## src/sha_pkg.sv

```systemverilog
// ----------------------------------------------------------------------------
// sha_pkg: shared constants and functions of the SHA-256 stream hasher
// Round constants, initial chaining values and the round helper functions.
// ----------------------------------------------------------------------------
package sha_pkg;

    localparam int unsigned BlockBytes = 64;
    localparam int unsigned Rounds     = 64;
    localparam int unsigned DigestWords = 8;

    typedef logic [31:0] t_word;

    localparam t_word INIT_H [DigestWords] = '{
        32'h6a09e667, 32'hbb67ae85, 32'h3c6ef372, 32'ha54ff53a,
        32'h510e527f, 32'h9b05688c, 32'h1f83d9ab, 32'h5be0cd19
    };

    localparam t_word ROUND_K [Rounds] = '{
        32'h428a2f98, 32'h71374491, 32'hb5c0fbcf, 32'he9b5dba5,
        32'h3956c25b, 32'h59f111f1, 32'h923f82a4, 32'hab1c5ed5,
        32'hd807aa98, 32'h12835b01, 32'h243185be, 32'h550c7dc3,
        32'h72be5d74, 32'h80deb1fe, 32'h9bdc06a7, 32'hc19bf174,
        32'he49b69c1, 32'hefbe4786, 32'h0fc19dc6, 32'h240ca1cc,
        32'h2de92c6f, 32'h4a7484aa, 32'h5cb0a9dc, 32'h76f988da,
        32'h983e5152, 32'ha831c66d, 32'hb00327c8, 32'hbf597fc7,
        32'hc6e00bf3, 32'hd5a79147, 32'h06ca6351, 32'h14292967,
        32'h27b70a85, 32'h2e1b2138, 32'h4d2c6dfc, 32'h53380d13,
        32'h650a7354, 32'h766a0abb, 32'h81c2c92e, 32'h92722c85,
        32'ha2bfe8a1, 32'ha81a664b, 32'hc24b8b70, 32'hc76c51a3,
        32'hd192e819, 32'hd6990624, 32'hf40e3585, 32'h106aa070,
        32'h19a4c116, 32'h1e376c08, 32'h2748774c, 32'h34b0bcb5,
        32'h391c0cb3, 32'h4ed8aa4a, 32'h5b9cca4f, 32'h682e6ff3,
        32'h748f82ee, 32'h78a5636f, 32'h84c87814, 32'h8cc70208,
        32'h90befffa, 32'ha4506ceb, 32'hbef9a3f7, 32'hc67178f2
    };

    function automatic t_word rotr(input t_word v, input int unsigned n);
        rotr = (v >> n) | (v << (32 - n));
    endfunction

    function automatic t_word sig0(input t_word x);
        sig0 = rotr(x, 7) ^ rotr(x, 18) ^ (x >> 3);
    endfunction

    function automatic t_word sig1(input t_word x);
        sig1 = rotr(x, 17) ^ rotr(x, 19) ^ (x >> 10);
    endfunction

    function automatic t_word bsig0(input t_word x);
        bsig0 = rotr(x, 2) ^ rotr(x, 13) ^ rotr(x, 22);
    endfunction

    function automatic t_word bsig1(input t_word x);
        bsig1 = rotr(x, 6) ^ rotr(x, 11) ^ rotr(x, 25);
    endfunction

endpackage

```

## src/sha_if.sv

```systemverilog
// ----------------------------------------------------------------------------
// sha_in_if / sha_out_if: byte input and digest output channels
// Valid/ready channels carrying the hasher payloads.
// ----------------------------------------------------------------------------
interface sha_in_if;
    logic       valid;
    logic       ready;
    logic [7:0] data_byte;
    logic       has_byte;
    logic       is_last;
    modport source (output valid, data_byte, has_byte, is_last, input ready);
    modport sink   (input valid, data_byte, has_byte, is_last, output ready);
endinterface

interface sha_out_if;
    logic        valid;
    logic        ready;
    logic [31:0] digest_word;
    logic [2:0]  word_index;
    logic        last_word;
    modport source (output valid, digest_word, word_index, last_word, input ready);
    modport sink   (input valid, digest_word, word_index, last_word, output ready);
endinterface

```

## src/sha256_stream_hasher_top.sv

```systemverilog
// ----------------------------------------------------------------------------
// sha256_stream_hasher_top: byte-serial SHA-256 hasher
// Collects message bytes into 32-bit words in a schedule memory, compresses
// each 64-byte block with one round per cycle and emits the digest words.
// ----------------------------------------------------------------------------
// A beat that neither completes a block nor is last is taken without
// leaving the fill state, so such beats can follow back to back. The byte
// that completes a block starts a compression: a load of the sixteen words
// into the schedule window (a prime of the registered read, then sixteen
// shifts), 64 rounds at one per cycle and a fold into the chaining state,
// in all of which no beat is taken. A last beat pads in place, word by word
// from the word that takes the 0x80 marker up to word 15, then compresses.
// When 56 or more bytes are held, or when the last byte itself completes a
// block, a second block follows: all sixteen words are padded and the block
// is compressed in the same way. The eight digest words then go out one per
// cycle as the sink takes them; input stays stalled until the last of them
// is taken. The message words live in a 16-entry memory of 32-bit words with
// a registered read, the expanded schedule in a window; the round loop reads
// w[t-16], w[t-15], w[t-7] and w[t-2] from registered copies of the last
// sixteen words.
module sha256_stream_hasher_top
    import sha_pkg::*;
(
    input  logic        i_clk,
    input  logic        i_rst_n,
    sha_in_if.sink      i_in,
    sha_out_if.source   o_out
);

    typedef enum logic [2:0] {
        ST_FILL, ST_PAD, ST_LOAD, ST_ROUND, ST_FOLD, ST_EMIT
    } t_state;

    t_state       r_state;
    logic [31:0]  r_mem [16];
    logic [31:0]  r_win [16];      // sliding schedule window, w[t-16]..w[t-1]
    logic [31:0]  r_acc;           // word being assembled
    logic [5:0]   r_fill;          // bytes held in current block
    logic [60:0]  r_len;
    logic [31:0]  r_h [8];
    logic [31:0]  r_a, r_b, r_c, r_d, r_e, r_f, r_g, r_hh;
    logic [5:0]   r_rnd;
    logic [4:0]   r_ld;            // load counter over memory
    logic [3:0]   r_pw;            // pad word index
    logic         r_fin;           // finishing a message
    logic         r_lenblk;        // current pad block carries the length
    logic         r_mark;          // marker still to go into the next pad block
    logic [2:0]   r_oi;
    logic [31:0]  r_rd;

    assign i_in.ready = (r_state == ST_FILL);
    wire in_acc = i_in.valid && i_in.ready;

    // bytes held once this beat is taken
    logic [5:0] fill_next;
    assign fill_next = r_fill + {5'd0, i_in.has_byte};

    // schedule word for the current round from the window
    logic [31:0] w_t;
    always_comb begin
        if (r_rnd < 6'd16) begin
            w_t = r_win[0];
        end else begin
            w_t = r_win[0] + sig0(r_win[1]) + r_win[9] + sig1(r_win[14]);
        end
    end

    // padded word content for word index r_pw
    logic [31:0] pad_w;
    logic [3:0]  cur_w;
    logic [1:0]  cur_b;
    assign cur_w = r_fill[5:2];
    assign cur_b = r_fill[1:0];
    always_comb begin
        pad_w = 32'd0;
        if (r_mark && r_pw == cur_w) begin
            unique case (cur_b)
                2'd0: pad_w = 32'h8000_0000;
                2'd1: pad_w = {r_acc[31:24], 24'h800000};
                2'd2: pad_w = {r_acc[31:16], 16'h8000};
                2'd3: pad_w = {r_acc[31:8], 8'h80};
                default: pad_w = 32'd0;
            endcase
        end else if (r_lenblk && r_pw == 4'd14) begin
            pad_w = r_len[60:29];
        end else if (r_lenblk && r_pw == 4'd15) begin
            pad_w = {r_len[28:0], 3'b000};
        end
    end

    logic [31:0] t1, t2;
    assign t1 = r_hh + bsig1(r_e) + ((r_e & r_f) ^ (~r_e & r_g)) + ROUND_K[r_rnd] + w_t;
    assign t2 = bsig0(r_a) + ((r_a & r_b) ^ (r_a & r_c) ^ (r_b & r_c));

    // memory write in fill and pad, read in load
    always_ff @(posedge i_clk) begin
        if (in_acc && i_in.has_byte && cur_b == 2'd3) begin
            r_mem[cur_w] <= {r_acc[31:8], i_in.data_byte};
        end else if (r_state == ST_PAD) begin
            r_mem[r_pw] <= pad_w;
        end
        r_rd <= r_mem[r_ld[3:0]];
    end

    always_ff @(posedge i_clk) begin
        if (!i_rst_n) begin
            r_state <= ST_FILL;
            r_fill <= '0;
            r_len <= '0;
            r_fin <= 1'b0;
            r_mark <= 1'b0;
            r_lenblk <= 1'b0;
            r_oi <= '0;
            for (int i = 0; i < 8; i++) r_h[i] <= INIT_H[i];
        end else begin
            unique case (r_state)
                ST_FILL: begin
                    if (in_acc) begin
                        if (i_in.has_byte) begin
                            r_len <= r_len + 61'd1;
                            r_fill <= fill_next;
                            unique case (cur_b)
                                2'd0: r_acc[31:24] <= i_in.data_byte;
                                2'd1: r_acc[23:16] <= i_in.data_byte;
                                2'd2: r_acc[15:8] <= i_in.data_byte;
                                2'd3: r_acc[7:0] <= i_in.data_byte;
                                default: ;
                            endcase
                        end
                        if (i_in.has_byte && r_fill == 6'd63) begin
                            // full block: compress, pad block follows on a last beat
                            r_fin <= i_in.is_last;
                            r_mark <= 1'b1;
                            r_lenblk <= 1'b0;
                            r_ld <= '0;
                            r_state <= ST_LOAD;
                        end else if (i_in.is_last) begin
                            // pad from the word that takes the marker
                            r_fin <= 1'b1;
                            r_mark <= 1'b1;
                            r_lenblk <= (fill_next < 6'd56);
                            r_pw <= fill_next[5:2];
                            r_state <= ST_PAD;
                        end
                    end
                end
                ST_PAD: begin
                    r_pw <= r_pw + 4'd1;
                    if (r_pw == 4'd15) begin
                        r_mark <= 1'b0;
                        r_ld <= '0;
                        r_state <= ST_LOAD;
                    end
                end
                ST_LOAD: begin
                    // prime one read, then shift sixteen words into window
                    r_ld <= r_ld + 5'd1;
                    if (r_ld != 5'd0) begin
                        for (int i = 0; i < 15; i++) r_win[i] <= r_win[i+1];
                        r_win[15] <= r_rd;
                    end
                    if (r_ld == 5'd16) begin
                        r_state <= ST_ROUND;
                        r_rnd <= '0;
                        r_a <= r_h[0]; r_b <= r_h[1]; r_c <= r_h[2]; r_d <= r_h[3];
                        r_e <= r_h[4]; r_f <= r_h[5]; r_g <= r_h[6]; r_hh <= r_h[7];
                    end
                end
                ST_ROUND: begin
                    r_hh <= r_g; r_g <= r_f; r_f <= r_e; r_e <= r_d + t1;
                    r_d <= r_c; r_c <= r_b; r_b <= r_a; r_a <= t1 + t2;
                    for (int i = 0; i < 15; i++) r_win[i] <= r_win[i+1];
                    r_win[15] <= w_t;
                    r_rnd <= r_rnd + 6'd1;
                    if (r_rnd == 6'd63) r_state <= ST_FOLD;
                end
                ST_FOLD: begin
                    r_h[0] <= r_h[0] + r_a; r_h[1] <= r_h[1] + r_b;
                    r_h[2] <= r_h[2] + r_c; r_h[3] <= r_h[3] + r_d;
                    r_h[4] <= r_h[4] + r_e; r_h[5] <= r_h[5] + r_f;
                    r_h[6] <= r_h[6] + r_g; r_h[7] <= r_h[7] + r_hh;
                    r_fill <= '0;
                    if (!r_fin) begin
                        r_state <= ST_FILL;
                    end else if (r_lenblk) begin
                        r_oi <= '0;
                        r_state <= ST_EMIT;
                    end else begin
                        // one more block: marker if still owed, then the length
                        r_lenblk <= 1'b1;
                        r_pw <= '0;
                        r_state <= ST_PAD;
                    end
                end
                ST_EMIT: begin
                    if (o_out.ready) begin
                        r_oi <= r_oi + 3'd1;
                        if (r_oi == 3'd7) begin
                            r_state <= ST_FILL;
                            r_fill <= '0;
                            r_len <= '0;
                            r_fin <= 1'b0;
                            r_mark <= 1'b0;
                            r_lenblk <= 1'b0;
                            for (int i = 0; i < 8; i++) r_h[i] <= INIT_H[i];
                        end
                    end
                end
                default: r_state <= ST_FILL;
            endcase
        end
    end

    assign o_out.valid       = (r_state == ST_EMIT);
    assign o_out.digest_word = r_h[r_oi];
    assign o_out.word_index  = r_oi;
    assign o_out.last_word   = (r_oi == 3'd7);

    // digest output only while finishing
    a_emit_fin: assert property (@(posedge i_clk) disable iff (!i_rst_n)
        o_out.valid |-> r_fin) else $error("emit without finish");
    // no byte taken during the rounds
    a_busy: assert property (@(posedge i_clk) disable iff (!i_rst_n)
        (r_state == ST_ROUND) |-> !i_in.ready) else $error("ready during rounds");
    // round counter wraps back to fold
    a_fold: assert property (@(posedge i_clk) disable iff (!i_rst_n)
        (r_state == ST_ROUND && r_rnd == 6'd63) |=> (r_state == ST_FOLD))
        else $error("round loop overrun");

endmodule
```

## src/flat_wrapper.sv

```systemverilog
// flat-port wrapper written by rule: the top's interface ports become plain ports
module sha256_stream_hasher_top_flat import sha_pkg::*;
  (i_clk, i_rst_n, i_in_valid, i_in_data_byte, i_in_has_byte, i_in_is_last, i_in_ready, o_out_valid, o_out_digest_word, o_out_word_index, o_out_last_word, o_out_ready);
  sha_in_if i_in_i ();
  sha_out_if o_out_i ();
  input  logic i_clk;
  input  logic i_rst_n;
  input wire logic [$bits(i_in_i.valid)-1:0] i_in_valid;
  input wire logic [$bits(i_in_i.data_byte)-1:0] i_in_data_byte;
  input wire logic [$bits(i_in_i.has_byte)-1:0] i_in_has_byte;
  input wire logic [$bits(i_in_i.is_last)-1:0] i_in_is_last;
  output wire logic [$bits(i_in_i.ready)-1:0] i_in_ready;
  output wire logic [$bits(o_out_i.valid)-1:0] o_out_valid;
  output wire logic [$bits(o_out_i.digest_word)-1:0] o_out_digest_word;
  output wire logic [$bits(o_out_i.word_index)-1:0] o_out_word_index;
  output wire logic [$bits(o_out_i.last_word)-1:0] o_out_last_word;
  input wire logic [$bits(o_out_i.ready)-1:0] o_out_ready;
  assign i_in_i.valid = i_in_valid;
  assign i_in_i.data_byte = i_in_data_byte;
  assign i_in_i.has_byte = i_in_has_byte;
  assign i_in_i.is_last = i_in_is_last;
  assign i_in_ready = i_in_i.ready;
  assign o_out_valid = o_out_i.valid;
  assign o_out_digest_word = o_out_i.digest_word;
  assign o_out_word_index = o_out_i.word_index;
  assign o_out_last_word = o_out_i.last_word;
  assign o_out_i.ready = o_out_ready;
  sha256_stream_hasher_top u_core (.i_clk(i_clk), .i_rst_n(i_rst_n), .i_in(i_in_i), .o_out(o_out_i));
endmodule
```

## config.mk

```make
export PLATFORM = sky130hd
export DESIGN_NAME = sha256_stream_hasher_top_flat
export DESIGN_NICKNAME = d
export VERILOG_FILES = /design/src/sha_pkg.sv /design/src/sha_if.sv /design/src/sha256_stream_hasher_top.sv /design/src/flat_wrapper.sv
export SDC_FILE = /design/constraint.sdc
export NUM_CORES = 2
export LEC_CHECK = 0
export BUFFER_PORTS_ARGS = -buffer_cell sky130_fd_sc_hd__buf_2
export CORE_ASPECT_RATIO = 0.6
export CORE_MARGIN = 5
export CORE_UTILIZATION = 40
export DETAILED_ROUTE_END_ITERATION = 8
export PLACE_DENSITY_LB_ADDON = 0.3
export SETUP_SLACK_MARGIN = 0.05
export SYNTH_ARGS = -nofsm -noshare
export SYNTH_HDL_FRONTEND = slang
export SYNTH_SLANG_ARGS = --single-unit
```

## constraint.sdc

```tcl
create_clock -name i_clk -period 41.8 [get_ports i_clk]
set_input_delay 0 -clock i_clk [delete_from_list [all_inputs] [get_ports i_clk]]
set_output_delay 0 -clock i_clk [all_outputs]
set_load 0.01 [all_outputs]
```

==> run metrics <==
status completed; DRC 0; Layout area overhead 10.61%; Tot GR Track Use 0.2382; top_reg_cell synth edfxtp_1; CTS hold repair buffers 19; Critical Path AT around 12 ns; Die Ht 377.3 um; Seq/Total Area, Yosys 0.5363; Cells after DPL 10,325; largest area contributor in the netlist edfxtp_1; Vias/cell 5.797; NumNets Final 8,143; Die W a little over 600 um; Mapped Nets 8,118; Avg Inst Size Synth 12.00 um^2; routability cong. 1.016; Post-synth EDFFs 1,447; TritonCTS clock tree yes; Fin Clk Skew a little over 0.08 ns; site row count around 130; Worst-path clk slew 0.07 ns; Max-slew headroom 0.06244; hold crit path type input pin to register; wire length per cell 26.94 um; slowest cell on the critical path fa_1; RSZ-0062 raised after global routing no; Synth async-reset ratio 0; Worst-Margin Slew about 1.4 ns; CTS H-tree depth 4; Skew-Pair Late Insertion Delay just under 0.9 ns; min Tclk post-route 11.69 ns; crit path launch type register; GR Overflow Total 0; First DRT Iteration DRCs 7,984; HPWL after DPL 209,100 um; fraction of layout cells with a size suffix above 1 0.09995; Setup Total Neg Slack 0 ns; Ports 52; CP most frequent cell fa_1; max cap viols 0; initial antenna violation count 13; post-CTS sizing 0; max-slew violation count 0; CTS Sinks roughly 1,700; CTS Buf Count 168; largest net degree at the start of global routing between 150 and 200; DIE AREA 234,800 um^2; post-synthesis cell count 7,497; Initial Utilization 0.4034; Port-buffer cells 51; critical path's largest stage delay approximately 0.6 ns; vias in the first global route 57,629; final cycle utilization of the critical path 0.2797; Synth cell types 88; Max clock buf depth 4; Final Setup Violations 0; via count 61,738; Synth top area share 0.4831; Syn. warnings 0; fmax 0.08555 GHz; Fin. Hold Viols 0; Synth area leaders edfxtp_1, mux4_2, ha_1; WL final 287,000 um; DR pass1 iterations 6; #FFs+latches synth 1,686; Worst Path Max Fanout 5; Post-CTS Setup Bufs 0; first-pass GRT wire length a little over 400,000 um; CP Capture Type register; post-detailed-route count of antenna-violating nets 0; core area 223,000 um^2; Final Non-Filler Cells about 11,000; Req. time, crit path 42.28 ns; CTS root buffer clkbuf_16; cell area after synthesis 89,950 um^2; Setup CP Type register to register
[synthesized netlist by cell type (11+ instances only)]
cell          n
o311ai_0     11
nor2_1      415
dfxtp_1     239
buf_1        53
edfxtp_1   1447
o21ai_0     343
o21bai_1     62
xor2_1      238
mux2i_1      42
nand2_1    1064
maj3_1       18
a21o_1      182
and2_1       21
a22o_1       11
mux2_2       40
nor3b_1      14
nand2b_1     63
inv_1       371
nand4_1      35
nand3b_1     11
o211ai_1     43
fa_1        197
a2111oi_0    11
o22ai_1      11
o31ai_1      30
o21a_1       45
ha_1        410
a21boi_0     23
and3_1       46
nand3_1     131
nor3_1      103
or3_1        25
a311oi_1     11
a22oi_1      27
xnor2_1     396
a31o_2       14
clkbuf_1    281
or2_2        13
mux4_2      229
a31oi_1      56
o21ai_1      14
a211oi_1     48
nor2b_1      58
a21oi_1     461
[worst max-delay path, delay by kind of cell (launching register included)]
family / cells / cell delay (ns)
AOI/OAI and AO/OA: 18 / 4.60
adders and majority gates: 9 / 4.12
and+or+nand+nor: 6 / 1.07
xor gates and xnor gates: 4 / 0.89
DFF: 1 / 0.47
buffers and inverters: 3 / 0.20
[routing by layer]
layer  wire length (um)  part of all wire  up-vias  GRT usage
met4               4359             0.015        0    0.03705
met5                  0                 0        -          0
met3              44080              0.15      278     0.1141
met2             102300              0.36     3232     0.2867
met1             136200              0.47    30935     0.3793
li1                   -                 -    27293          -
[stage by stage]
stage                     cell area (um^2)  hold slack, ns  setup slack [ns]    util
after floorplan                      89950         0.09887             17.52       -
after global placement               93880          0.2400             30.63  0.4210
after detailed placement             93880          0.2469             30.45  0.4210
after CTS                            99480        0.006390             30.33  0.4461
after global routing                 99480        0.001651             29.68  0.4461
final                                99490         0.03309             30.11  0.4462
[path summary, 6_finish.rpt]
| path | startpoint | to | slack [ns] | cells after the start |
|---|---|---|---|---|
| max | u_core.r_win[0][40]$_DFFE_PP_ | u_core.r_a[31]$_DFFE_PP_ | 30.11 | 40 |
| min | i_in_data_byte[0] | u_core.r_acc[16]$_DFFE_PP_ | 0.03 | 2 |
| max reg2reg | u_core.r_win[0][40]$_DFFE_PP_ | u_core.r_a[31]$_DFFE_PP_ | 30.11 | 40 |
| min reg2reg | u_core.r_win[0][504]$_DFFE_PP_ | u_core.r_win[0][472]$_DFFE_PP_ | 0.38 | 0 |
[logic make-up after synthesis]
kind of cell | share of synthesized area
flops | 0.5363
mux | 0.06702
simple gates | 0.09821
xor+xnor | 0.06198
buf+inv | 0.02967
compound gates | 0.1040
fa+ha+maj | 0.1029
[layout by cell type (no fill, tap or decap), types with 103 or more instances in the layout]
master / count
xnor2_1: 396
xor2_1: 238
inv_1: 369
edfxtp_1: 1447
clkbuf_16: 173
mux4_2: 229
a21oi_1: 461
a21o_1: 182
nor2_1: 394
fa_1: 197
ha_1: 410
o21ai_0: 339
nand3_1: 131
dfxtp_1: 236
nand2_1: 1061
nor3_1: 103
buf_4: 118
[final cells by class]
class | instances | area, um^2
Antenna cell | 4 | 10.01
Clock buffer | 221 | 4619
Clock inverter | 81 | 792.0
Fill cell | 20248 | 123500
Inverter | 373 | 1404
Multi-Input combinational cell | 5101 | 39260
Sequential cell | 1686 | 48250
Tap cell | 2992 | 3744
Timing Repair Buffer | 192 | 1411
[registers in the layout, indices dropped and copies added (netlist names), 61 cells and up, named ones only]
name / count
u_core.r_len: 61
u_core.r_win: 512
u_core.r_h: 256
u_core.r_mem: 512
Power is not shown: default switching activity piles up to over one toggle a cycle in this logic, so the estimate is an artifact.
